File: src/hw/rtl/m4mul_pkg.sv
package m4mul_pkg;

    localparam int DIM         = 4;
    localparam int FRAC_BITS   = 16;
    localparam int ELEM_W      = 32;
    localparam int COL_W       = $clog2(DIM);
    localparam int PROD_W      = 2 * ELEM_W;
    localparam int PAIR_W      = PROD_W + 1;
    localparam int SUM_W       = PROD_W + 2;
    localparam int LANE_STAGES = 4;

    typedef logic signed [ELEM_W-1:0] t_elem;
    typedef t_elem [DIM-1:0]          t_vec;
    // indexed [column][row]
    typedef t_vec  [DIM-1:0]          t_mat;

    localparam t_elem Q_ONE   = t_elem'(ELEM_W'(1) << FRAC_BITS);
    localparam t_elem ELEM_MAX = {1'b0, {(ELEM_W-1){1'b1}}};
    localparam t_elem ELEM_MIN = {1'b1, {(ELEM_W-1){1'b0}}};

    typedef enum logic {
        CMD_LOAD = 1'b0,
        CMD_MUL  = 1'b1
    } t_cmd;

    typedef struct packed {
        t_cmd             cmd;
        logic [COL_W-1:0] column_index;
        t_elem            elem_row0;
        t_elem            elem_row1;
        t_elem            elem_row2;
        t_elem            elem_row3;
    } t_in_item;

    typedef struct packed {
        logic [COL_W-1:0] out_column;
        t_elem            res_row0;
        t_elem            res_row1;
        t_elem            res_row2;
        t_elem            res_row3;
        logic             saturated;
    } t_out_item;

    // pipeline tag that travels beside the lanes
    typedef struct packed {
        logic             valid;
        logic [COL_W-1:0] col;
    } t_tag;

    function automatic t_mat ident_mat();
        t_mat m;
        for (int c = 0; c < DIM; c++) begin
            for (int r = 0; r < DIM; r++) begin
                m[c][r] = (c == r) ? Q_ONE : t_elem'(0);
            end
        end
        return m;
    endfunction

endpackage

File: src/hw/rtl/m4mul_merge.sv
module m4mul_merge (
    input  logic                 i_clk,
    input  logic                 i_rst_n,
    input  logic                 i_stall,
    input  m4mul_pkg::t_tag      i_tag,
    input  m4mul_pkg::t_vec      i_res,
    input  logic [m4mul_pkg::DIM-1:0] i_clip,
    output logic                 o_adv,
    output logic                 o_valid,
    output m4mul_pkg::t_out_item o_item
);
    import m4mul_pkg::*;

    logic      r_out_valid;
    t_out_item r_out_item;

    // pipeline moves whenever the output register is free or being drained
    assign o_adv = !r_out_valid || !i_stall;

    // hold valid until transfer; load new column result on advance
    always_ff @(posedge i_clk) begin
        if (!i_rst_n) begin
            r_out_valid <= 1'b0;
        end else if (o_adv) begin
            r_out_valid <= i_tag.valid;
        end
    end

    // combine the lane results into one column
    always_ff @(posedge i_clk) begin
        if (o_adv) begin
            r_out_item.out_column <= i_tag.col;
            r_out_item.res_row0   <= i_res[0];
            r_out_item.res_row1   <= i_res[1];
            r_out_item.res_row2   <= i_res[2];
            r_out_item.res_row3   <= i_res[3];
            r_out_item.saturated  <= |i_clip;
        end
    end

    assign o_valid = r_out_valid;
    assign o_item  = r_out_item;

    a_sat_flag: assert property (@(posedge i_clk) disable iff (!i_rst_n)
        (r_out_valid && r_out_item.saturated) |->
            (r_out_item.res_row0 == ELEM_MAX || r_out_item.res_row0 == ELEM_MIN ||
             r_out_item.res_row1 == ELEM_MAX || r_out_item.res_row1 == ELEM_MIN ||
             r_out_item.res_row2 == ELEM_MAX || r_out_item.res_row2 == ELEM_MIN ||
             r_out_item.res_row3 == ELEM_MAX || r_out_item.res_row3 == ELEM_MIN))
        else $error("saturated flag without a clipped element");

endmodule
File: config.mk
export PLATFORM = sky130hd
export DESIGN_NAME = m4mul_merge
export DESIGN_NICKNAME = d
export VERILOG_FILES = /design/src/hw/rtl/m4mul_pkg.sv /design/src/hw/rtl/m4mul_merge.sv
export SDC_FILE = /design/constraint.sdc
export NUM_CORES = 1
export LEC_CHECK = 0
export BUFFER_PORTS_ARGS = -buffer_cell sky130_fd_sc_hd__buf_2
export CORE_MARGIN = 2
export CORE_UTILIZATION = 37
export DETAILED_ROUTE_END_ITERATION = 8
export GPL_TIMING_DRIVEN = 0
export PLACE_DENSITY_LB_ADDON = 0.12
export SLEW_MARGIN = 20
export SYNTH_ARGS = -nofsm -noshare
export SYNTH_HDL_FRONTEND = slang
export SYNTH_SLANG_ARGS = --single-unit
File: constraint.sdc
create_clock -name i_clk -period 7.2 [get_ports i_clk]
set_clock_uncertainty 0.15 [all_clocks]
set_input_delay 2.16 -clock i_clk [delete_from_list [all_inputs] [get_ports i_clk]]
set_output_delay 2.16 -clock i_clk [all_outputs]
set_load 0.01 [all_outputs]
# Yosys cells after proc, flatten, opt, wreduce, memory -nomap -nowiden
# Cells that the tools add are included.
dict set report totals {
  regBits 132
  in_bits 138
  output_inout_bits 133
  word_cells 11
}
dict set report op_classes {
  reduce_logical 4
}
# operator n
set ops {}
lappend ops {{OR reduction 4 bit} 1}
lappend ops {{zero test 1 bit} 2}
lappend ops {{logical OR 1 bit} 1}

# Depth between registers and ports, before layout
# Gate-level depths: netlist of the first run.
dict set report depth {
  word_depth 2
  depth_mapped 2
  ltp_nobuf 2
}

# Least setup slack after synthesis of the first run
# No wires, ideal clock.
dict set report synth_path {
  kind {input port to output port}
  startpoint {input port i_stall}
  endpoint {output port o_adv}
  arrival_time_ns 4.976
  t_required_ns 4.890
  slack_ns -0.086
  cell_stages 1
  n_path_buf 0
  cell_sequence {nand2_1}
}
dict set report synth_via {
  elab_chain_cells 2
}
# element line
set synth_rtl {}
lappend synth_rtl {{start: declaration} m4mul_merge.sv:4} ;# input logic i_stall,
lappend synth_rtl {{zero test 1 bit} m4mul_merge.sv:18} ;# assign o_adv = !r_out_valid || !i_stall;
lappend synth_rtl {{logical OR 1 bit} m4mul_merge.sv:18}
lappend synth_rtl {{end: declaration} m4mul_merge.sv:8} ;# output logic o_adv,
# Every way passes these cells.

# Worst setup path after layout of the first run
# Ends and elaborated chain as after synthesis.

==> results of run 1 <==
[routing by layer]
metal	vias to the layer above	routed length (um)	track usage [%]
met5	-	0	0
met4	0	175	7.326
met3	12	1257	8.959
met2	162	4567	25.34
met1	1138	2957	14.03
li1	1136	-	-
[flip-flops by register name (all words and copies together), names as in the netlist]
register,flops
o_item,131
o_valid,1
[logic make-up after synthesis]
logic type      synth area share, %
flops                         99.43
simple gates                 0.4406
compound gates               0.1257
[where the power goes]
part	internal, uW	leakage [uW]	total (uW)	switching [uW]
clock network	533	0.000278	835	303
registers	904	0.00136	916	11.9
logic	60.3	0.00108	130	69.8
[area by class of cell]
| type | count | area [um2] |
|---|---|---|
| clock inverter | 14 | 161.4 |
| tap | 136 | 170.2 |
| fill | 848 | 4239 |
| sequential | 132 | 3954 |
| clock buffer | 18 | 427.9 |
| timing repair buffer | 271 | 1379 |
| multi-input combinational | 4 | 38.79 |
[placed cells by master (no fill, tap or decap)]
master	instances
clkbuf_8	2
dfxtp_1	1
clkinv_2	5
nand2_8	1
edfxtp_1	131
buf_16	1
clkinv_4	1
or4_1	1
nor2b_1	1
clkbuf_16	16
bufinv_16	3
a21oi_1	1
buf_2	270
clkinvlp_4	5
[how the worst min path moves through the flow]
stage	cells past startpoint	end
floorplan	2	o_valid$_SDFFE_PN0P_
global placement	2	o_valid$_SDFFE_PN0P_
detailed placement	2	o_valid$_SDFFE_PN0P_
CTS	2	o_valid$_SDFFE_PN0P_
global route	2	o_valid$_SDFFE_PN0P_
finish	2	o_valid$_SDFFE_PN0P_
[critical path: cells and delay by family]
family | cells | cell delay (ns)
buffers and inverters | 2 | 0.38
AND/OR/NAND/NOR | 1 | 0.43
[through the flow]
| step | util [%] | std cells |
|---|---|---|
| final | 59.12 | 575 |
| after detailed placement | 53.44 | 543 |
| after CTS | 59.12 | 575 |
| after floorplan | - | 136 |
| after global routing | 59.12 | 575 |
| after global placement | 53.04 | 542 |
==> metrics.md, run 1 <==
| Metric | Value |
|---|---|
| Fraction of layout cells with a size suffix above 1 | `69.25%` |
| CP Launch Type | `primary input` |
| Final setup fails | `0` |
| DP HPWL | `6.721 mm` |
| Final wirelength | `8.957 mm` |
| Tcrit/Tclk final | `73.35%` |
| Syn Inst Count | `136` |
| VDD IR max | `127.5 uV` |
| Min Hold Slack | `0.4641 ns` |
| Critical path type | `primary input to output pin` |
| Rel. slew slack | `61.81%` |
| # hold bufs at CTS | `0` |
| Per-cell routed wire length | `15.58 um` |
| Routed Antenna Nets | `0` |
| Final Hold Viols | `0` |
| Leakage | `0.002724 uW` |
| Top-count cell post-synth | `edfxtp_1` |
| Latest clock arrival within the worst-skew pair | `0.50 ns` |
| Routed vias/inst | `4.257` |
| Primary FF master, synth | `edfxtp_1` |
| Fraction of synthesis flops using an asynchronous set or reset pin | `0%` |
| Pwr Total | `1881 uW` |
| R2r endpoint | `o_item[100]$_DFFE_PP_` |
| CP arrival | `2.97 ns` |
| Vias in the first global route | `2481` |
| Starting Density | `38.34%` |
| Antenna diodes | `0` |
| Die area | `11590 um2` |
| HP Start | `o_valid$_SDFFE_PN0P_` |
| CP Max Fanout | `76` |
| Reg2Reg Depth | `2` |
| CP most frequent cell | `buf_2` |
| CTS sink count | `132` |
| Port Buffers | `270` |
| Setup TNS | `0 ns` |
| Power density over the cells | `306.9 nW/um2` |
| Worst Setup End Kind | `output pin` |
| Synthesis Warnings | `0` |
| CP Cell Sequence | `buf_2 > nand2_8 > buf_2` |
| Reg-to-Reg Start | `o_valid$_SDFFE_PN0P_` |
| #FFs+latches synth | `132` |
| Root buf cell | `clkbuf_8` |
| DRT iter0 DRCs | `77` |
| Setup Buffers After CTS | `0` |
| Outcome | `finished, final reports clean` |
| Register area share after synthesis | `99.43%` |
| Worst Setup SP | `i_stall` |
| Unique masters post-synth | `6` |
| Worst setup path end | `o_adv` |
| Max Cap Viol | `0` |
| Layout overhead on the synthesized area | `54.19%` |
| Unrepaired setup endpoints after global routing | `no` |
| Reg clk slew, reported paths | `0.06 ns` |
| Mapped cell area | `3976 um2` |
| First-pass GRT wire length | `12.30 mm` |
| Final nets | `564` |
| Worst path slowest cell | `nand2_8` |
| Global placer's final weighted congestion | `0.7088` |
| First-pass detailed-route iteration total | `4` |
| H-tree levels | `4` |
| GR Overflow Total | `0` |
| Crit-path max cell delay | `0.43 ns` |
| Site row count | `37` |
| Worst Max-Slew Pin Slew | `0.5714 ns` |
| Hold crit path type | `flip-flop to flip-flop` |
| CTS tree | `built` |
| EDFF count, synth | `131` |
| Post-route DRC | `0` |
| DP Area | `5542 um2` |
| Die width | `107.7 um` |
| GRT Total Usage | `14.89%` |
| Vias | `2448` |
| Initial antenna violation count | `0` |
| Die Ht | `107.7 um` |
| Syn nets | `274` |
| Clock period minus worst slack | `5.281 ns` |
| Fin worst setup slack | `1.919 ns` |
| Num CTS Buffers | `17` |
| Setup WS pre-CTS | `1.900 ns` |
| Post-route cell area | `6131 um2` |
| F_max | `0.1894 GHz` |
| Critical path data required time | `4.89 ns` |
| Pins Over Slew Limit | `0` |
| Core area | `10370 um2` |
| Top-area cell type share of the netlist area | `98.93%` |
| Largest area contributor in the netlist | `edfxtp_1` |
| R2r setup slk | `5.54 ns` |
| Post_cts resized | `0` |
| Max Buffers Root-to-Sink | `2` |
| Syn_area_per_cell | `29.24 um2` |
| Number of I/O pins | `271` |
| Largest net degree at the start of global routing | `77` |
| Area contributors post-synth | `edfxtp_1 (99%), dfxtp_1 (0.50%), or4_1 (0.19%)` |
(Power assumes the default switching activity.)
==> run 2, diff against run 1 <==
ABC_AREA = 1   (was unset)
CORE_AREA = 2 2 105 107   (was unset)
CORE_MARGIN = unset   (was 2)
CORE_UTILIZATION = unset   (was 37)
DIE_AREA = 0 0 107 109   (was unset)
clock period = 5.5 ns   (was 7.2 ns; I/O delays follow)
==> run 2 against run 1 <==
Compared with the run above: hold slack improved by 0.28 ns; clock-buffer cell count is 6 higher; sequential power rose by 31%; register-to-register slack got worse by 1.7 ns; utilization is 0.73 points lower; first-iteration DRC count rose by 14%; sequential cell count stayed put; routed wire length rose by 2.3%; synthesized area is 0.28% higher; via count rose by 2.2%; sequential share of layout area shrank 0.63 points.
==> metrics.md, run 2 <==
| Metric | Value |
|---|---|
| Outcome | `finished, final reports clean (unchanged)` |
| Crit path buffers/inverters | `3 (was 2)` |
| # hold bufs at CTS | `0 (unchanged)` |
| Reg area | `3954 um2 (unchanged)` |
| VDD IR max | `209.2 uV (was 127.5 uV)` |
| H-tree levels | `4 (unchanged)` |
| Cell Count, Final, Fillers Out | `582 (was 575)` |
| Primary FF master, synth | `edfxtp_1 (unchanged)` |
| GRT Total Usage | `16.06% (was 14.89%)` |
| Syn Inst Count | `139 (was 136)` |
| Worst Max-Slew Pin Slew | `0.4096 ns (was 0.5714 ns)` |
| Latest clock arrival within the worst-skew pair | `0.50 ns (about the same)` |
| Mapped cell area | `3988 um2 (was 3976 um2)` |
| Setup WS pre-CTS | `0.9668 ns (was 1.900 ns)` |
| Rel. slew slack | `72.69% (was 61.81%)` |
| Die width | `107 um (was 107.7 um)` |
| Area of the multi-input gates | `40.04 um2 (was 38.79 um2)` |
| Tcrit/Tclk final | `81.74%` |
| Max FFs per register | `131 (unchanged)` |
| Top-count cell post-synth | `edfxtp_1 (unchanged)` |
| Final nets | `567 (was 564)` |
| CTS sink count | `132 (unchanged)` |
| Reg clk slew, reported paths | `0.06 ns (about the same)` |
| Power density over the cells | `411.5 nW/um2 (was 306.9 nW/um2)` |
| Syn_area_per_cell | `28.69 um2 (was 29.24 um2)` |
| Root buf cell | `clkbuf_8 (unchanged)` |
| Vias in the first global route | `2552 (was 2481)` |
| GR Overflow Total | `0 (unchanged)` |
| Critical path type | `primary input to output pin (unchanged)` |
| Vias | `2501 (was 2448)` |
| F_max | `0.2224 GHz` |
| Global placer's final weighted congestion | `0.7871 (was 0.7088)` |
| First-pass detailed-route iteration total | `4 (unchanged)` |
| Fraction of layout cells with a size suffix above 1 | `68.55% (was 69.25%)` |
| Syn nets | `277 (was 274)` |
| Hold crit path type | `flip-flop to flip-flop (unchanged)` |
| FILL cells | `871 (was 848)` |
| Fin worst setup slack | `1.004 ns (was 1.919 ns)` |
| First-pass GRT wire length | `13.20 mm (was 12.30 mm)` |
| Setup Buffers After CTS | `0 (unchanged)` |
| Number of I/O pins | `271 (unchanged)` |
| Final wirelength | `9.166 mm (was 8.957 mm)` |
| Initial antenna violation count | `0 (unchanged)` |
| Fraction of synthesis flops using an asynchronous set or reset pin | `0% (unchanged)` |
| Site row count | `38 (was 37)` |
| Per-cell routed wire length | `15.75 um (was 15.58 um)` |
| Port Buffers | `270 (unchanged)` |
| CP Launch Type | `primary input (unchanged)` |
| Max Buffers Root-to-Sink | `2 (unchanged)` |
| Most frequent cells in the layout | `buf_2 (270), edfxtp_1 (131), clkbuf_16 (16) (unchanged)` |
| Worst Setup End Kind | `output pin (unchanged)` |
| Critical path data required time | `3.70 ns (was 4.89 ns)` |
| Starting Density | `37.61% (was 38.34%)` |
| DRT iter0 DRCs | `88 (was 77)` |
| EDFF count, synth | `131 (unchanged)` |
| Largest net degree at the start of global routing | `84 (was 77)` |
| CP Cell Sequence | `buf_2 > nand2_8 > buf_16 > buf_2 (was buf_2 > nand2_8 > buf_2)` |
| Setup TNS | `0 ns (unchanged)` |
| Core area | `10600 um2 (was 10370 um2)` |
| Final Hold Viols | `0 (unchanged)` |
| Pins Over Slew Limit | `0 (unchanged)` |
| Final setup fails | `0 (unchanged)` |
| Fin util | `58.39% (was 59.12%)` |
| Clock period minus worst slack | `4.496 ns` |
| Antenna diodes | `0 (unchanged)` |
| Post-synth top cells | `edfxtp_1 (131), inv_1 (2), nor2_1 (2)` |
| Area contributors post-synth | `edfxtp_1 (99%), dfxtp_1 (0.50%), a21oi_2 (0.22%) (was edfxtp_1 (99%), dfxtp_1 (0.50%), or4_1 (0.19%))` |
| CP most frequent cell | `buf_2 (unchanged)` |
| CP arrival | `2.70 ns (was 2.97 ns)` |
| Routed Antenna Nets | `0 (unchanged)` |
| Delay-heaviest family, CP | `buffers and inverters (was simple AND/OR/NAND/NOR gates)` |
| CTS tree | `built (unchanged)` |
| Die Ht | `109 um (was 107.7 um)` |
| Worst path slowest cell | `buf_16 (was nand2_8)` |
| Layout overhead on the synthesized area | `55.26% (was 54.19%)` |
| Post-route DRC | `0 (unchanged)` |
| Num CTS Buffers | `17 (unchanged)` |
| Register area share after synthesis | `99.15% (was 99.43%)` |
| Synthesis Warnings | `0 (unchanged)` |
| Leading cell type in the layout, fill and taps excluded | `buf_2 (unchanged)` |
| Routed vias/inst | `4.297 (was 4.257)` |
| Crit-path max cell delay | `0.37 ns (was 0.43 ns)` |
| Max Cap Viol | `0 (unchanged)` |
| Post_cts resized | `0 (unchanged)` |
| Top-area cell type share of the netlist area | `98.65% (was 98.93%)` |
| CP Max Fanout | `83 (was 76)` |
| Largest area contributor in the netlist | `edfxtp_1 (unchanged)` |
| Unrepaired setup endpoints after global routing | `no (unchanged)` |
| Die area | `11660 um2 (was 11590 um2)` |
| #FFs+latches synth | `132 (unchanged)` |
| Placed instance count | `550 (was 543)` |
| Unique masters post-synth | `7 (was 6)` |
| DP HPWL | `6.886 mm (was 6.721 mm)` |
| Leakage | `0.002765 uW (was 0.002724 uW)` |
## run 2: changes by cell type in the layout (fill, tap and decap cells not counted), sizes merged, moves of 2 or more
cell,delta
clkbuf,+6
clkinv,-4
clkinvlp,-3
inv,+2
nor2,+2
## run 2: per-stage QoR
stage	power [uW]	cell area, um2	hold WS [ns]
after floorplan	1276	3988	1.599
after global placement	1392	5514	1.676
after detailed placement	1394	5555	0.7422
after CTS	2576	6191	0.7572
after global routing	2643	6191	0.8134
final	2548	6191	0.7421
## run 2: cell families (layout without fill, tap and decap cells)
group / after synthesis / count (layout) / share of synthesized area, %
AO/OA/AOI/OAI: 1 / 1 / 0.2197
flip-flops: 132 / 132 / 99.15
buffers and inverters: 2 / 305 / 0.1883
AND/OR/NAND/NOR: 4 / 4 / 0.4394
## run 2: area by class of cell
class | instances | share of cell area [%]
Clock inverter | 8 | 2.344
Inverter | 2 | 0.1213
Clock buffer | 24 | 7.922
Timing Repair Buffer | 271 | 22.27
Tap cell | 140 | 2.829
Multi-Input combinational cell | 5 | 0.6467
Sequential cell | 132 | 63.86
## run 2: metal layers
layer	vias to the layer above	global-route usage [%]	routed length, um
li1	1146	-	-
met1	1158	16.48	3166
met2	179	26.07	4573
met3	18	8.428	1191
met4	0	9.833	234
met5	-	0	0
## run 2: path summary, 6_finish.rpt
| check | slack [ns] | depth (start not counted) | endpoint | from |
|---|---|---|---|---|
| max | 1.00 | 4 | o_adv | i_stall |
| min | 0.74 | 1 | o_item[94]$_DFFE_PP_ | o_valid$_SDFFE_PN0P_ |
| max reg2reg | 3.88 | 2 | o_item[40]$_DFFE_PP_ | o_valid$_SDFFE_PN0P_ |
| min reg2reg | 0.74 | 1 | o_item[94]$_DFFE_PP_ | o_valid$_SDFFE_PN0P_ |
## run 2: where the power goes
| group | total [uW] | leakage [uW] | switching (uW) | internal (uW) |
|---|---|---|---|---|
| clock network | 1180 | 0.000307 | 382 | 795 |
| registers | 1200 | 0.00136 | 15.2 | 1180 |
| logic | 172 | 0.00109 | 92.8 | 79.2 |
| total | 2550 | 0.00277 | 490 | 2060 |
