### src/hw/rtl/m4mul_pkg.sv
package m4mul_pkg;

    localparam int DIM         = 4;
    localparam int FRAC_BITS   = 16;
    localparam int ELEM_W      = 32;
    localparam int COL_W       = $clog2(DIM);
    localparam int PROD_W      = 2 * ELEM_W;
    localparam int PAIR_W      = PROD_W + 1;
    localparam int SUM_W       = PROD_W + 2;
    localparam int LANE_STAGES = 4;

    typedef logic signed [ELEM_W-1:0] t_elem;
    typedef t_elem [DIM-1:0]          t_vec;
    // indexed [column][row]
    typedef t_vec  [DIM-1:0]          t_mat;

    localparam t_elem Q_ONE   = t_elem'(ELEM_W'(1) << FRAC_BITS);
    localparam t_elem ELEM_MAX = {1'b0, {(ELEM_W-1){1'b1}}};
    localparam t_elem ELEM_MIN = {1'b1, {(ELEM_W-1){1'b0}}};

    typedef enum logic {
        CMD_LOAD = 1'b0,
        CMD_MUL  = 1'b1
    } t_cmd;

    typedef struct packed {
        t_cmd             cmd;
        logic [COL_W-1:0] column_index;
        t_elem            elem_row0;
        t_elem            elem_row1;
        t_elem            elem_row2;
        t_elem            elem_row3;
    } t_in_item;

    typedef struct packed {
        logic [COL_W-1:0] out_column;
        t_elem            res_row0;
        t_elem            res_row1;
        t_elem            res_row2;
        t_elem            res_row3;
        logic             saturated;
    } t_out_item;

    // pipeline tag that travels beside the lanes
    typedef struct packed {
        logic             valid;
        logic [COL_W-1:0] col;
    } t_tag;

    function automatic t_mat ident_mat();
        t_mat m;
        for (int c = 0; c < DIM; c++) begin
            for (int r = 0; r < DIM; r++) begin
                m[c][r] = (c == r) ? Q_ONE : t_elem'(0);
            end
        end
        return m;
    endfunction

endpackage

### src/hw/rtl/m4mul_lmat.sv
module m4mul_lmat (
    input  logic                    i_clk,
    input  logic                    i_rst_n,
    input  logic                    i_we,
    input  logic [m4mul_pkg::COL_W-1:0] i_col,
    input  m4mul_pkg::t_vec         i_col_data,
    output m4mul_pkg::t_mat         o_mat
);
    import m4mul_pkg::*;

    t_mat r_mat;

    // write one column per load transfer; reset to identity
    always_ff @(posedge i_clk) begin
        if (!i_rst_n) begin
            r_mat <= ident_mat();
        end else if (i_we) begin
            r_mat[i_col] <= i_col_data;
        end
    end

    assign o_mat = r_mat;

    a_reset_identity: assert property (@(posedge i_clk)
        $past(!i_rst_n) |-> (r_mat == ident_mat()))
        else $error("left matrix not identity after reset");

endmodule

### config.mk
export PLATFORM = sky130hd
export DESIGN_NAME = m4mul_lmat
export DESIGN_NICKNAME = d
export VERILOG_FILES = /design/src/hw/rtl/m4mul_pkg.sv /design/src/hw/rtl/m4mul_lmat.sv
export SDC_FILE = /design/constraint.sdc
export NUM_CORES = 1
export LEC_CHECK = 0
export ABC_CLOCK_PERIOD_IN_PS = 3100
export BUFFER_PORTS_ARGS = -buffer_cell sky130_fd_sc_hd__buf_2
export CAP_MARGIN = 20
export CORE_AREA = 8 8 245 247
export DETAILED_ROUTE_END_ITERATION = 10
export DIE_AREA = 0 0 253 255
export PLACE_DENSITY_LB_ADDON = 0.05
export SLEW_MARGIN = 20
export SYNTH_ARGS = -nofsm -noshare
export SYNTH_HDL_FRONTEND = slang
export SYNTH_SLANG_ARGS = --single-unit
### constraint.sdc
create_clock -name i_clk -period 3.1 [get_ports i_clk]
set_input_delay 0.155 -clock i_clk [delete_from_list [all_inputs] [get_ports i_clk]]
set_output_delay 0.155 -clock i_clk [all_outputs]
set_load 0.05 [all_outputs]
### After elaboration in Yosys (flattened, before gate mapping)

Cells that the tools add are included.

| word-level totals | value |
|---|---|
| flip-flop bits (word level) | 512 |
| bits of input ports | 133 |
| output and inout port bits | 512 |

| operators by class | value |
|---|---|
| magnitude comparators | 2 |
| multiplexer cells | 3 |
| reduce and logical (&&, ||, !) cells | 1 |

Operators with widths:

| operator | number |
|---|---|
| bitwise mux 512 bit | 1 |
| demux 128 bit (select 2 bit) | 1 |
| 2-to-1 mux 128 bit | 1 |
| < comparator 2 x 3 -> 1 bit (second input constant) | 1 |
| greater-or-equal comparator 2 x 1 -> 1 bit (second input constant) | 1 |
| logical AND 1 bit | 1 |

### Logic depth before layout (Yosys ltp)

Gate-level depths: netlist of run 1.

| depth | value |
|---|---|
| word-level depth | 5 |
| depth in mapped cells | 5 |
| mapped depth without buffers | 2 |

### Worst setup path before layout of run 1

No wires, ideal clock.

| path | value |
|---|---|
| path kind | in2reg |
| from | input port i_rst_n |
| to | register r_mat, in the netlist o_mat[12] |
| arrival time | 1,036 ps |
| path slack | 1,992 ps |
| stages | 5 |
| buffers on the path | 3 |
| cells stage by stage | buf_2 > clkbuf_1 > clkbuf_1 > nand2_1 > mux2i_1 |

RTL lines:

| item | RTL line | text |
|---|---|---|
| start: declaration | m4mul_lmat.sv:3 | `input logic i_rst_n,` |
| end signal: assignment | m4mul_lmat.sv:16 | `r_mat <= ident_mat();` |
| end signal: indexed assignment | m4mul_lmat.sv:18 | `r_mat[i_col] <= i_col_data;` |
| end: declaration | m4mul_lmat.sv:11 | `t_mat r_mat;` |

==> summary.md, run 1 <==
| Metric | Value |
|---|---|
| Io pins | `645` |
| Yosys top cell by area | `dfxtp_1` |
| Die width | `253 microns` |
| CP Cell Sequence | `dlygate4sd3_1 -> buf_2 -> nor3b_4 -> buf_4 -> mux2i_1` |
| Critical path arrival | `2.19 ns` |
| Worst Tran Pin Value | `0.859 ns` |
| TNS Setup | `0 ns` |
| First-pass GRT wire length | `100000 microns` |
| Port bufs | `644` |
| Latest clock arrival within the worst-skew pair | `0.61 ns` |
| Syn_area_per_cell | `10.3 sq um` |
| Post-Place Cells | `3097` |
| Root Buffer | `clkbuf_16` |
| Num CTS Buffers | `58` |
| Synth unique cells | `18` |
| CTS H-tree depth | `2` |
| Syn_nets | `1931` |
| Most frequent cell after synthesis | `nand2_1` |
| Final setup fails | `0` |
| Max Freq | `597 MHz` |
| CTS tree | `built` |
| Residual DRC | `0` |
| GRT overflow | `0` |
| Largest net degree at the start of global routing | `97` |
| Post-synth EDFFs | `0` |
| Max clock buf depth | `3` |
| Initial antenna violation count | `2` |
| Cell Area, Synth | `18500 sq um` |
| Initial core utilization | `33.1%` |
| DRT iter0 DRCs | `589` |
| Vias per std cell | `4.55` |
| Ys Warns | `0` |
| Share of cells above drive strength 1 | `29.7%` |
| Worst Skew | `0 ns` |
| Ys flop type | `dfxtp_1` |
| Post-CTS Setup Bufs | `0` |
| Synth Instances | `1798` |
| Outcome | `finished, final reports clean` |
| Number of global-route vias before repair | `15.6k` |
| Max Cap Viol | `0` |
| Finished Layout Cells | `3335` |
| Tot GR Track Use | `20.2%` |
| Wirelength, routed | `68600 microns` |
| Most frequent cells after synthesis | `nand2_1, dfxtp_1, mux2i_1, buf_2, clkbuf_1` |
| Startpoint Class | `input pin` |
| Critical-path top delay cell | `buf_4` |
| Slew headroom | `42.8%` |
| Max-slew violations | `0` |
| Final worst slack | `1.42 ns` |
| RSZ-0062 raised after global routing | `false` |
| Final min period | `1.68 ns` |
| CP peak stage delay | `0.69 ns` |
| Buf/Inv on CP | `3` |
| Die area | `64500 sq um` |
| Design area | `25600 sq um` |
| Critical Path RT | `3.62 ns` |
| WL per Instance | `20.6 microns` |
| Final #Nets | `2665` |
| Largest register FFs | `512` |
| WS Path Type | `in2reg` |
| Worst-path clk slew | `0.06 ns` |
| Synthesis-stage register bit count | `512` |
| PwrDens | `620 nW/um^2` |
| CP Capture Type | `flop` |
| GPL Wtd Cong | `0.821` |
| Register area share after synthesis | `55.4%` |
| Leak | `13.7 nW` |
| Total core area | `56000 sq um` |
| Yosys top cell area share | `55.4%` |
| Via Count | `15.2k` |
| Critical path's top delay family | `buffers and inverters` |
| Worst-path maximum fanout | `44` |
| Area after DPL | `22400 sq um` |
| Fin crit share | `54.0%` |
| Clk sink count | `512` |
| Initial DRT Pass Iterations | `4` |
| Max VDD drop | `0.000388 V` |
| DPL Wire Length | `49600 microns` |
| Worst hold path class | `in2reg` |
| Routed Antenna Nets | `0` |
| Area growth syn-to-layout | `38.6%` |
| Die height | `255 microns` |
| Row cnt | `87` |
| Synth async-reset ratio | `0%` |
| Endpoints failing hold | `0` |
| Pre-CTS WS | `1.37 ns` |
| Dominant cells by area after synthesis | `dfxtp_1, mux2i_1, nand2_1` |
cells by family (layout without fill, tap and decap cells):
group / count (synthesis) / in the layout / share of synthesized area, %
other: 0 / 2 / 0
muxes: 508 / 508 / 27.5
buffers and inverters: 129 / 908 / 3.63
DFF: 512 / 512 / 55.4
AOI/OAI and AO/OA: 5 / 5 / 0.196
and+or+nand+nor: 644 / 644 / 13.3
timing repair:
item	CTS	global route
gates resized for setup	0	0
endpoints found under the hold margin	508	0
hold buffers	131	0
cells in the final DEF (no fill, tap or decap):
master / netlist / routed
o211ai_1: 1 / 1
clkinvlp_4: 0 / 5
nor3b_4: 0 / 1
diode_2: 0 / 2
nand2_1: 636 / 636
or4bb_1: 1 / 1
a211o_1: 2 / 2
buf_4: 33 / 13
clkbuf_16: 0 / 61
clkbuf_1: 38 / 11
dfxtp_1: 512 / 512
clkinv_2: 0 / 10
mux2i_1: 508 / 508
nand3b_1: 2 / 2
inv_1: 2 / 2
bufinv_16: 0 / 2
dlygate4sd3_1: 0 / 131
buf_8: 0 / 1
buf_12: 0 / 13
and4b_1: 3 / 3
clkbuf_8: 0 / 15
o21ai_0: 1 / 1
a31oi_1: 1 / 1
clkinv_4: 0 / 1
nand3_4: 0 / 1
buf_2: 45 / 643
worst min-delay path, cell delays in order:
cell and delay (ns):
buf_2 0.08, nand2_1 0.16, mux2i_1 0.17
cell type report:
cell class	instances	area [sq um]
Timing Repair Buffer	801	4900
Inverter	2	7.51
Clock buffer	87	1770
Sequential cell	512	10200
Multi-Input combinational cell	1157	7600
Clock inverter	18	156
Antenna cell	2	5.00
Fill cell	5572	30300
Tap cell	756	946
metrics by stage:
stage / hold slack, ns / power [mW] / utilization [%]
3_5_place_dp: 0.443 / 9.07 / 40.0
6_report: 0.0101 / 15.9 / 45.8
4_1_cts: 0.00488 / 16.1 / 45.8
5_1_grt: 0.00323 / 16.5 / 45.8
3_3_place_gp: 0.439 / 9.06 / 40.0
2_1_floorplan: 0.337 / 8.46 / -
per-layer routing:
metal | vias to the layer above | wire length [microns] | global-route usage [%]
met3 | 130 | 5920 | 6.93
met2 | 464 | 33300 | 35.2
met1 | 7198 | 26200 | 22.1
li1 | 7383 | - | -
met5 | - | 0 | 0
met4 | 0 | 3220 | 8.69
power by group:
part | internal [mW] | switching (mW) | total [mW]
Combinational | 0.583 | 1.52 | 2.11
Sequential | 6.82 | 0.117 | 6.93
Clock | 4.09 | 2.77 | 6.86
Total | 11.5 | 4.41 | 15.9
final timing paths:
kind / start / endpoint / slack (ns) / cells past startpoint
max: i_we / o_mat[112] / 1.42 / 5
min: i_col_data[105] / o_mat[361] / 0.01 / 3
max reg2reg: o_mat[476] / o_mat[476] / 2.43 / 2
min reg2reg: o_mat[13] / o_mat[13] / 0.45 / 2
Power figures use the tool's default switching activity.
==> inputs of run 2 (changes only) <==
--- a/config.mk
+++ b/config.mk
@@ -5,7 +5,7 @@
 export SDC_FILE = /design/constraint.sdc
 export NUM_CORES = 1
 export LEC_CHECK = 0
-export ABC_CLOCK_PERIOD_IN_PS = 3100
+export ABC_CLOCK_PERIOD_IN_PS = 1400
 export BUFFER_PORTS_ARGS = -buffer_cell sky130_fd_sc_hd__buf_2
 export CAP_MARGIN = 20
 export CORE_AREA = 8 8 245 247
==> constraint.sdc (replaced) <==
create_clock -name i_clk -period 1.4 [get_ports i_clk]
set_input_delay 0.07 -clock i_clk [delete_from_list [all_inputs] [get_ports i_clk]]
set_output_delay 0.07 -clock i_clk [all_outputs]
set_load 0.05 [all_outputs]
==> summary.md, run 2 (synthesis gave the netlist of run 1 again) <==
| Metric | Value |
|---|---|
| Worst hold path class | `in2reg` |
| Max Cap Viol | `0 (unchanged)` |
| Clk sink count | `512 (unchanged)` |
| Largest net degree at the start of global routing | `76 (-22%)` |
| Critical path's top delay family | `flip-flops` |
| DRT iter0 DRCs | `677 (+15%)` |
| Leak | `13.9 nW (+1.8%)` |
| Outcome | `finished, final reports clean` |
| CP peak stage delay | `0.39 ns (-0.30 ns)` |
| CTS H-tree depth | `2 (unchanged)` |
| WL per Instance | `20.5 microns (-0.41%)` |
| Vias per std cell | `4.54 (-0.20%)` |
| Io pins | `645 (unchanged)` |
| Via Count | `15.2k (+0.40%)` |
| Port bufs | `644 (unchanged)` |
| Worst Skew | `0 ns (unchanged)` |
| Routed Antenna Nets | `0 (unchanged)` |
| Fin crit share | `95.6%` |
| Num CTS Buffers | `56 (-3.4%)` |
| Row cnt | `87 (unchanged)` |
| Buf/Inv on CP | `1 (-2)` |
| Critical Path RT | `1.33 ns (-2.29 ns)` |
| Share of cells above drive strength 1 | `30.3% (+0.59 points)` |
| Initial DRT Pass Iterations | `5 (+1)` |
| Root Buffer | `clkbuf_16` |
| Endpoints failing hold | `0 (unchanged)` |
| Residual DRC | `0 (unchanged)` |
| Max Freq | `747 MHz` |
| Startpoint Class | `flop` |
| Critical-path top delay cell | `dfxtp_1` |
| Initial antenna violation count | `0 (-2)` |
| Worst-path clk slew | `0.06 ns (about the same)` |
| Max VDD drop | `0.000984 V (+150%)` |
| Die area | `64500 sq um (unchanged)` |
| Final #Nets | `2697 (+1.2%)` |
| Die height | `255 microns (unchanged)` |
| Latest clock arrival within the worst-skew pair | `0.58 ns (-0.03 ns)` |
| N_diodes | `0 (-2)` |
| Initial core utilization | `33.1% (unchanged)` |
| First-pass GRT wire length | `99700 microns (-0.37%)` |
| Final setup fails | `0 (unchanged)` |
| Post-Place Cells | `3130 (+1.1%)` |
| Area growth syn-to-layout | `41.0%` |
| Worst-path maximum fanout | `2 (-95%)` |
| DPL Wire Length | `51700 microns (+4.2%)` |
| Wirelength, routed | `68800 microns (+0.19%)` |
| Leading cell type in the layout, fill and taps excluded | `buf_2` |
| CP Capture Type | `primary output` |
| Total core area | `56000 sq um (unchanged)` |
| TNS Setup | `0 ns (unchanged)` |
| PwrDens | `1320 nW/um^2 (+110%)` |
| Final min period | `1.34 ns` |
| Post-CTS Setup Bufs | `0 (unchanged)` |
| Critical path arrival | `1.27 ns (-0.92 ns)` |
| RSZ-0062 raised after global routing | `false` |
| Largest register FFs | `512 (unchanged)` |
| WS Path Type | `reg2out` |
| GPL Wtd Cong | `0.789 (-3.8%)` |
| Max-slew violations | `0 (unchanged)` |
| Tot GR Track Use | `20.1% (-0.074 points)` |
| Commonest non-fill, non-tap cells in the layout | `buf_2, nand2_1, dfxtp_1` |
| CP Cell Sequence | `buf_2` |
| GRT overflow | `0 (unchanged)` |
| Number of global-route vias before repair | `15.4k (-1.1%)` |
| Max clock buf depth | `3 (unchanged)` |
| Finished Layout Cells | `3355 (+0.60%)` |
| Die width | `253 microns (unchanged)` |
| Worst Tran Pin Value | `0.459 ns (-0.400 ns)` |
| Slew headroom | `69.4% (+27 points)` |
| CTS tree | `built` |
-- run 2: where the power goes --
part           total [mW]  internal (mW)  switching, mW
clock network        14.4           8.51           5.86
logic                4.81           1.42           3.39
registers            15.4           15.1          0.281
-- run 2: metal layers --
layer | up-vias | global-route usage [%] | wire [microns]
met5 | - | 0 | 0
met4 | 0 | 8.42 | 2760
met3 | 115 | 6.89 | 5860
met2 | 436 | 34.3 | 33500
met1 | 7247 | 22.8 | 26700
li1 | 7437 | - | -
-- run 2: final timing paths --
path / to / from / slack, ns / cells after the start
max: o_mat[6] / o_mat[6] / 0.06 / 1
min: o_mat[133] / i_col_data[5] / 0.35 / 4
max reg2reg: o_mat[176] / o_mat[176] / 0.74 / 1
min reg2reg: o_mat[80] / o_mat[80] / 0.45 / 2
-- run 2: cell type report --
class | count | area (sq um)
timing repair buffer | 835 | 5520
tap | 756 | 946
inverter | 2 | 7.51
clock buffer | 82 | 1670
sequential | 512 | 10200
fill | 5463 | 29900
multi-input combinational | 1157 | 7600
clock inverter | 11 | 105
-- run 2: what timing repair did --
item / CTS / global route
cloned: 0 / 0
hold buffers: 132 / 0
endpoints found under the hold margin: 512 / 0
resized for setup: 3 / 2
endpoints found under the setup margin: 3 / 1
-- run 2: stage by stage --
| step | hold WS [ns] | setup WS (ns) | cell area (sq um) | total power, mW | utilization [%] |
|---|---|---|---|---|---|
| 3_3_place_gp | 0.398 | 0.0925 | 23000 | 20.2 | 41.1 |
| 5_1_grt | 0.365 | 0.00452 | 26100 | 35.8 | 46.6 |
| 2_1_floorplan | 0.252 | 0.377 | 18500 | 18.7 | - |
| 6_report | 0.350 | 0.0620 | 26100 | 34.6 | 46.6 |
| 4_1_cts | 0.306 | 0.00271 | 26100 | 35.1 | 46.6 |
| 3_5_place_dp | 0.412 | 0.0317 | 23000 | 20.3 | 41.1 |
==> inputs of run 3 (changes only) <==
--- a/config.mk
+++ b/config.mk
@@ -8,9 +8,9 @@
 export ABC_CLOCK_PERIOD_IN_PS = 1400
 export BUFFER_PORTS_ARGS = -buffer_cell sky130_fd_sc_hd__buf_2
 export CAP_MARGIN = 20
-export CORE_AREA = 8 8 245 247
+export CORE_MARGIN = 4
+export CORE_UTILIZATION = 30
 export DETAILED_ROUTE_END_ITERATION = 10
-export DIE_AREA = 0 0 253 255
 export PLACE_DENSITY_LB_ADDON = 0.05
 export SLEW_MARGIN = 20
 export SYNTH_ARGS = -nofsm -noshare
==> summary.md, run 3 (synthesis gave the netlist of run 1 again) <==
| Metric | Value |
|---|---|
| Row cnt | `90 (+3.4%)` |
| Latest clock arrival within the worst-skew pair | `0.58 ns (about the same)` |
| Largest net degree at the start of global routing | `81 (+6.6%)` |
| Endpoints failing hold | `0 (unchanged)` |
| Root Buffer | `clkbuf_16` |
| Routed Antenna Nets | `0 (unchanged)` |
| Max Freq | `721 MHz (-3.5%)` |
| Initial antenna violation count | `1 (+1)` |
| Worst-path clk slew | `0.06 ns (about the same)` |
| Slew headroom | `76.9% (+7.5 points)` |
| Worst Tran Pin Value | `0.346 ns (-0.113 ns)` |
| WL per Instance | `20.2 microns (-1.6%)` |
| Vias per std cell | `4.49 (-1.2%)` |
| GPL Wtd Cong | `0.812 (+2.9%)` |
| Critical Path RT | `1.87 ns (+0.54 ns)` |
| Register area | `10200 sq um (unchanged)` |
| Final min period | `1.39 ns (+0.0482 ns)` |
| Largest register FFs | `512 (unchanged)` |
| Area of the multi-input gates | `7600 sq um (unchanged)` |
| CTS tree | `built` |
| GRT overflow | `0 (unchanged)` |
| Total core area | `60700 sq um (+8.5%)` |
| Startpoint Class | `input pin` |
| Most frequent CP cell | `dlygate4sd3_1` |
| DRT iter0 DRCs | `696 (+2.8%)` |
| Max clock buf depth | `3 (unchanged)` |
| CP peak stage delay | `0.62 ns (+0.23 ns)` |
| FF-to-FF End | `o_mat[176]` |
| Share of cells above drive strength 1 | `30.9% (+0.53 points)` |
| WS Path Type | `in2reg` |
| Hold path depth | `4 (unchanged)` |
| Wirelength, routed | `68900 microns (+0.20%)` |
| TNS Setup | `0 ns (unchanged)` |
| Critical path's top delay family | `buffers and inverters` |
| Fill count | `5986 (+9.6%)` |
| Buf/Inv on CP | `4 (+3)` |
| Leading cell type in the layout, fill and taps excluded | `buf_2` |
| Hold EP | `o_mat[468]` |
| Tot GR Track Use | `20.0% (-0.051 points)` |
| Clk sink count | `512 (unchanged)` |
| Via Count | `15.3k (+0.58%)` |
| Reg2reg setup slack | `0.71 ns (-0.03 ns)` |
| DPL Wire Length | `51300 microns (-0.67%)` |
| Worst hold path class | `in2reg` |
| Commonest non-fill, non-tap cells in the layout | `buf_2, nand2_1, dfxtp_1` |
| Initial DRT Pass Iterations | `4 (-1)` |
| CP Capture Type | `flop` |
| Max VDD drop | `0.000933 V (-5.1%)` |
| Max Cap Viol | `0 (unchanged)` |
| R2r worst-path depth | `1 (unchanged)` |
| Leak | `14.0 nW (+0.97%)` |
| Hold_sp | `i_col_data[84]` |
| Die width | `256 microns (+1.3%)` |
| Residual DRC | `0 (unchanged)` |
| Critical-path top delay cell | `dlygate4sd3_1` |
| Die height | `256 microns (+0.53%)` |
| Setup crit start | `i_col[0]` |
| Initial core utilization | `30.5% (-2.6 points)` |
| Max-slew violations | `0 (unchanged)` |
| Area growth syn-to-layout | `42.7%` |
| CTS H-tree depth | `2 (unchanged)` |
| Final setup fails | `0 (unchanged)` |
| Outcome | `finished, final reports clean` |
| Port bufs | `644 (unchanged)` |
| First-pass GRT wire length | `102000 microns (+2.6%)` |
| Num CTS Buffers | `56 (unchanged)` |
| PwrDens | `1340 nW/um^2 (+1.5%)` |
| Post-CTS Setup Bufs | `0 (unchanged)` |
| Die area | `65700 sq um (+1.9%)` |
| Critical path arrival | `1.86 ns (+0.59 ns)` |
| Io pins | `645 (unchanged)` |
| Number of global-route vias before repair | `15.6k (+1.2%)` |
| RSZ-0062 raised after global routing | `false` |
| Worst Skew | `0 ns (unchanged)` |
| Reg2reg start | `o_mat[176]` |
| WP depth | `6 (+5)` |
| Finished Layout Cells | `3415 (+1.8%)` |
| Final #Nets | `2722 (+0.93%)` |
| CP Cell Sequence | `dlygate4sd3_1 -> clkbuf_4 -> nand3_4 -> buf_12 -> dlygate4sd3_1 -> mux2i_1` |
| Fin crit share | `99.0% (+3.4 points)` |
| Worst-path maximum fanout | `9 (+7)` |
| Post-Place Cells | `3180 (+1.6%)` |
## run 3: layout make-up
cell class	count	share of cell area [%]
flip-flops and latches	512	38.8
repair buffers	860	21.5
well taps	782	3.70
inverters	2	0.0284
clock inverters	17	1.01
diodes	1	0.00947
clock buffers	84	6.13
multi-input cells	1157	28.8
## run 3: repair_timing
item / CTS / global route
endpoints found under the hold margin: 512 / 0
gates resized for setup: 3 / 2
setup endpoints to repair: 3 / 1
hold buffers: 133 / 0
## run 3: per-layer routing
metal	part of all wire (%)	vias to the layer above	track usage [%]
li1	-	7507	-
met1	40	7340	23.1
met2	50	383	35.7
met3	7.3	93	6.24
met4	2.5	0	5.77
met5	0	-	0
## run 3: power by group
group / total, mW / internal, mW / leakage, nW / switching, mW
sequential: 15.4 / 15.1 / 4.16 / 0.273
clock: 15.3 / 9.22 / 0.923 / 6.05
combinational: 4.86 / 1.45 / 8.95 / 3.41
## run 3: how the worst max path moves through the flow
stage                     slack [ns]         end
after CTS                       0.01   o_mat[89]
after floorplan                 0.38   o_mat[12]
final                           0.01  o_mat[399]
after detailed placement        0.06   o_mat[46]
after global placement          0.09   o_mat[47]
after global routing           0.001  o_mat[240]
## run 3: through the flow
stage	hold WS, ns	power [mW]	utilization, %	area [sq um]	setup WS (ns)
floorplan	0.252	18.7	-	18500	0.377
global placement	0.402	20.3	38.2	23200	0.0910
detailed placement	0.412	20.3	38.2	23200	0.0638
CTS	0.300	36.1	43.5	26400	0.0135
global route	0.367	36.9	43.5	26400	0.00131
finish	0.356	35.5	43.5	26400	0.0137
